`config.mk`:
```
export PLATFORM = sky130hd
export DESIGN_NAME = psm_ram
export DESIGN_NICKNAME = d
export VERILOG_FILES = /design/src/hw/rtl/psm_ram.sv
export SDC_FILE = /design/constraint.sdc
export NUM_CORES = 2
export LEC_CHECK = 0
export BUFFER_PORTS_ARGS = -buffer_cell sky130_fd_sc_hd__buf_4
export CELL_PAD_IN_SITES_DETAIL_PLACEMENT = 1
export CELL_PAD_IN_SITES_GLOBAL_PLACEMENT = 2
export CORE_UTILIZATION = 45
export DETAILED_ROUTE_END_ITERATION = 16
export PLACE_DENSITY = 0.68
export SYNTH_ARGS = -nofsm -noshare
export SYNTH_HDL_FRONTEND = slang
export SYNTH_SLANG_ARGS = --single-unit
```
`constraint.sdc`:
```
create_clock -name clk -period 4.2 [get_ports clk]
set_input_delay 1.05 -clock clk [delete_from_list [all_inputs] [get_ports clk]]
set_output_delay 1.05 -clock clk [all_outputs]
set_load 0.02 [all_outputs]
```
`src/hw/rtl/psm_ram.sv`:
```
module psm_ram #(
    parameter int WIDTH = 16,
    parameter int DEPTH = 256
) (
    input  logic                     clk,
    input  logic                     we,
    input  logic [$clog2(DEPTH)-1:0] waddr,
    input  logic [WIDTH-1:0]         wdata,
    input  logic [$clog2(DEPTH)-1:0] raddr,
    output logic [WIDTH-1:0]         rdata
);

    logic [WIDTH-1:0] mem [DEPTH];

    always_ff @(posedge clk)
    begin
        if (we)
        begin
            mem[waddr] <= wdata;
        end
        rdata <= mem[raddr];
    end

endmodule
```
==> results.env <==
INITIALDRTVIOLATIONCOUNT=8874
WORST_EP_ARRIVAL_TIME_NS=4.76
WORST_IR_DROP_VDD_uV=400
DRT_WL_TOTAL_MM=456
SYNTH_TOP_AREA_CELL='edfxtp_1'
MIN_FROM='wdata[1]'
WORST-R2R-SETUP-SLACK_NS=0.81
SYNTH.TOP_CELLS.BY_AREA='edfxtp_1 (77%), mux4_2 (11%), mux2i_1 (3.6%)'
FLOORPLAN.INITIALDENSITY=0.453
TRITONCTS='done'
CTS_POST_SETUP_BUFFERS_INSERTED=0
GRT_PASS1_VIAS=83400
OUTCOME='complete, no violations'
FINAL_NET_COUNT=8157
DPL.CELL_COUNT=12300
MIN_PATH_CELLS=1
DISTINCT_CELL_TYPE_COUNT_AFTER_SYNTHESIS=52
DRV_SLEW=0
LAYOUT_MIN_CYCLE_TIME_NS=3.91
GRT.OVERFLOW.TOTAL=0
PIN_COUNT_OF_THE_BIGGEST_NET_ENTERING_GLOBAL_ROUTING=137
TIGHTESTPINTRANSITION_NS=1.30
CRITPATHBUFINV=5
PLACE_WS_NS=-0.707
ANTENNA_FOUND_INITIAL=29
FINAL_WORST_PATH_SETUP_SLACK_NS=0.289
DESIGN.DIE.AREA_SQ_UM=355000
AVGSYNTHCELLAREA_SQ_UM=21.6
GRT_FIRST_PASS_WIRELENGTH_MM=643
SYNTH_SEQUENTIAL_AREA_RATIO=0.777
CTSHTREEMAXLEVEL=5
SETUP-VIOLATIONS-FINAL=0
NFILLCELLS=30500
CELL_CHOSEN_FOR_THE_CLOCK_ROOT='clkbuf_16'
FP.COREAREA_SQ_UM=350000
SYNTH_FF_TYPE='edfxtp_1'
POSTSYNTH.ASYNCRESETSHARE=0
SYNTH_FP_NETS=7394
ROWS=217
DESIGN_AREA_SQ_UM=183000
SYNTH.CELL_AREA_SQ_UM=159000
CRITICAL-PATH-SLOWEST-CELL='o21ai_0'
WORSTSKEWPAIRLATENCY_NS=0.99
AREA_DELTA_SYNTH_FINAL_PCT=15.3
FP.DIEW_UM=596
PORT-BUFFER-COUNT=49
DRC=0
TIMING.CRITICAL_PATH.MODE_CELL='buf_12'
TIMING.CRITICAL_PATH.DEPTH=10
POST-ROUTE-PERIOD-UTIL=0.931
HOLD_CLASS='in -> reg'
SYNTHCELLS=7360
IOS=50
CRITICAL-PATH-TOP-DELAY-FAMILY='buffers and inverters'
FIN_SKEW_NS=0.0541
CRIT_PATH_KIND='in -> reg'
LAST_WEIGHTED_CONGESTION_VALUE_OF_THE_ROUTABILITY_DRIVEN_PLACER=0.835
CPPEAKSTAGEDELAY_NS=0.98
POST_DRT_VIA_CELL_RATIO=6.15
POWER_PER_CELL_AREA_nW_PER_UM2=475
WORSTSETUPENDPOINTTYPE='flip-flop'
MAX_FREQ_MHz=256
POSTCTSRESIZEDCELLS=0
DIE-HEIGHT_UM=596
GRTUSAGETOTAL=0.255
RSZ_0062_RAISED_AFTER_GLOBAL_ROUTING='false'
PLACE_HPWL_MM=281
CTS_MAX_PATH_BUFFERS=4
FINALNONFILLERCELLS=13100
DRT.ANTENNA.VIOLATING_NETS=0
SYNTHESIS.YOSYS.WARNINGS=0
CRITPATHREQUIREDTIME_NS=5.04
SYNTH_SEQ_CELLS=4112
WORSTSETUPSTARTPOINTTYPE='input pin'
REG2REGPATHDEPTH=6
CRITICAL_PATH.STARTPOINT='raddr[0]'
SYNTH_EDF_COUNT=4096
DRIVE_GT1_FRAC=0.282
P_LEAK_nW=58.6
REGTOREGSTARTPOINT='mem[50][8]'
CLK_PIN_SLEW_NS=0.06
MAX_SLEW_MARGIN=0.125
DR.PASS1.ITERS=6
MOSTFREQUENTLAYOUTCELL='edfxtp_1'
NETLIST.AREA_LEADER.SHARE=0.775
MAX_CAP_VIOL_COUNT=0
PATH_MAX_FANOUT=33
MOST_FREQUENT_CELLS_IN_THE_LAYOUT='edfxtp_1 (4096), mux4_2 (797), buf_4 (664)'
DETAIL_ROUTE.WL_PER_CELL_UM=34.8
FINAL-HOLD-VIOLATION-COUNT=0
CTS_HOLD_BUFFERS=0
CTS_MADE_BUFFERS=429
CLOCK_SINKS=4112
PLACEMENT.CELL_AREA_SQ_UM=169000
WORSTPATHCELLLIST='buf_16, buf_12, buf_12, buf_12, buf_4, mux4_2, a211oi_1, o21ai_0, nand3_1, nor4_1'
ROUTED-VIA-COUNT=80500
[cell usage after synthesis, types with 28 or more instances]
library cell     n
clkbuf_1       230
a221oi_1        28
nor2_1         304
o22ai_1        148
mux2_2          88
nand2_1         38
edfxtp_1      4096
a22o_1          32
nand3_1         35
mux4_2         797
a21oi_1        175
buf_6           77
o21ai_0         37
buf_2           76
mux2i_1        565
a22oi_1         43
nor3_1          92
o221ai_1       252
[sequential cells by signal, indices dropped and copies added (netlist names)]
signal,cells
mem,4096
rdata,16
[power breakdown]
part,switching [mW],leakage [nW],internal (mW)
combinational,2.95,15.1,1.66
clock,16.1,6.59,21.0
sequential,0.0820,36.9,45.2
total,19.1,58.6,67.9
[through the flow]
stage | utilization | hold WS, ns | TNS [ns] | power, mW
global route | 0.523 | 0.445 | 0 | 89.1
CTS | 0.522 | 0.394 | 0 | 87.6
finish | 0.523 | 0.449 | 0 | 86.9
detailed placement | 0.484 | 1.04 | -3.64 | 50.8
global placement | 0.484 | 1.03 | -3.67 | 50.7
floorplan | - | 0.854 | 0 | 48.4
[per-layer routing]
metal / track usage / routed length [um]
met1: 0.367 / 193000
met5: 0 / 50
met2: 0.410 / 218000
met3: 0.0439 / 33900
met4: 0.0594 / 10700
[final timing paths]
check | end
setup / recovery | rdata[2]
hold / removal | mem[229][1]
hold reg to reg | rdata[10]
setup reg to reg | rdata[8]
[area by class of cell]
type | count | area [sq um] | share of cell area
Clock inverter | 240 | 2060 | 0.0113
Tap cell | 4599 | 5750 | 0.0314
Timing Repair Buffer | 784 | 7290 | 0.0399
Clock buffer | 554 | 11500 | 0.0626
Inverter | 4 | 27.5 | 0.000150
Multi-Input combinational cell | 2792 | 33100 | 0.181
Antenna cell | 12 | 30.0 | 0.000164
Sequential cell | 4112 | 123000 | 0.674
[cells by family after synthesis]
logic type / after synthesis / synth area share
muxes: 1450 / 0.155
buffers and inverters: 456 / 0.0169
and+or+nand+nor: 556 / 0.0157
AOI/OAI and AO/OA: 786 / 0.0354
DFF: 4112 / 0.777
[worst reg2reg max path, delay by kind of cell, from the launching register on]
kind            cells  cell delay, ns
compound gates      2            1.53
mux                 2            1.02
flops               1            0.39
buf+inv             1            0.27
simple gates        1            0.05
(Power assumes the default switching activity.)
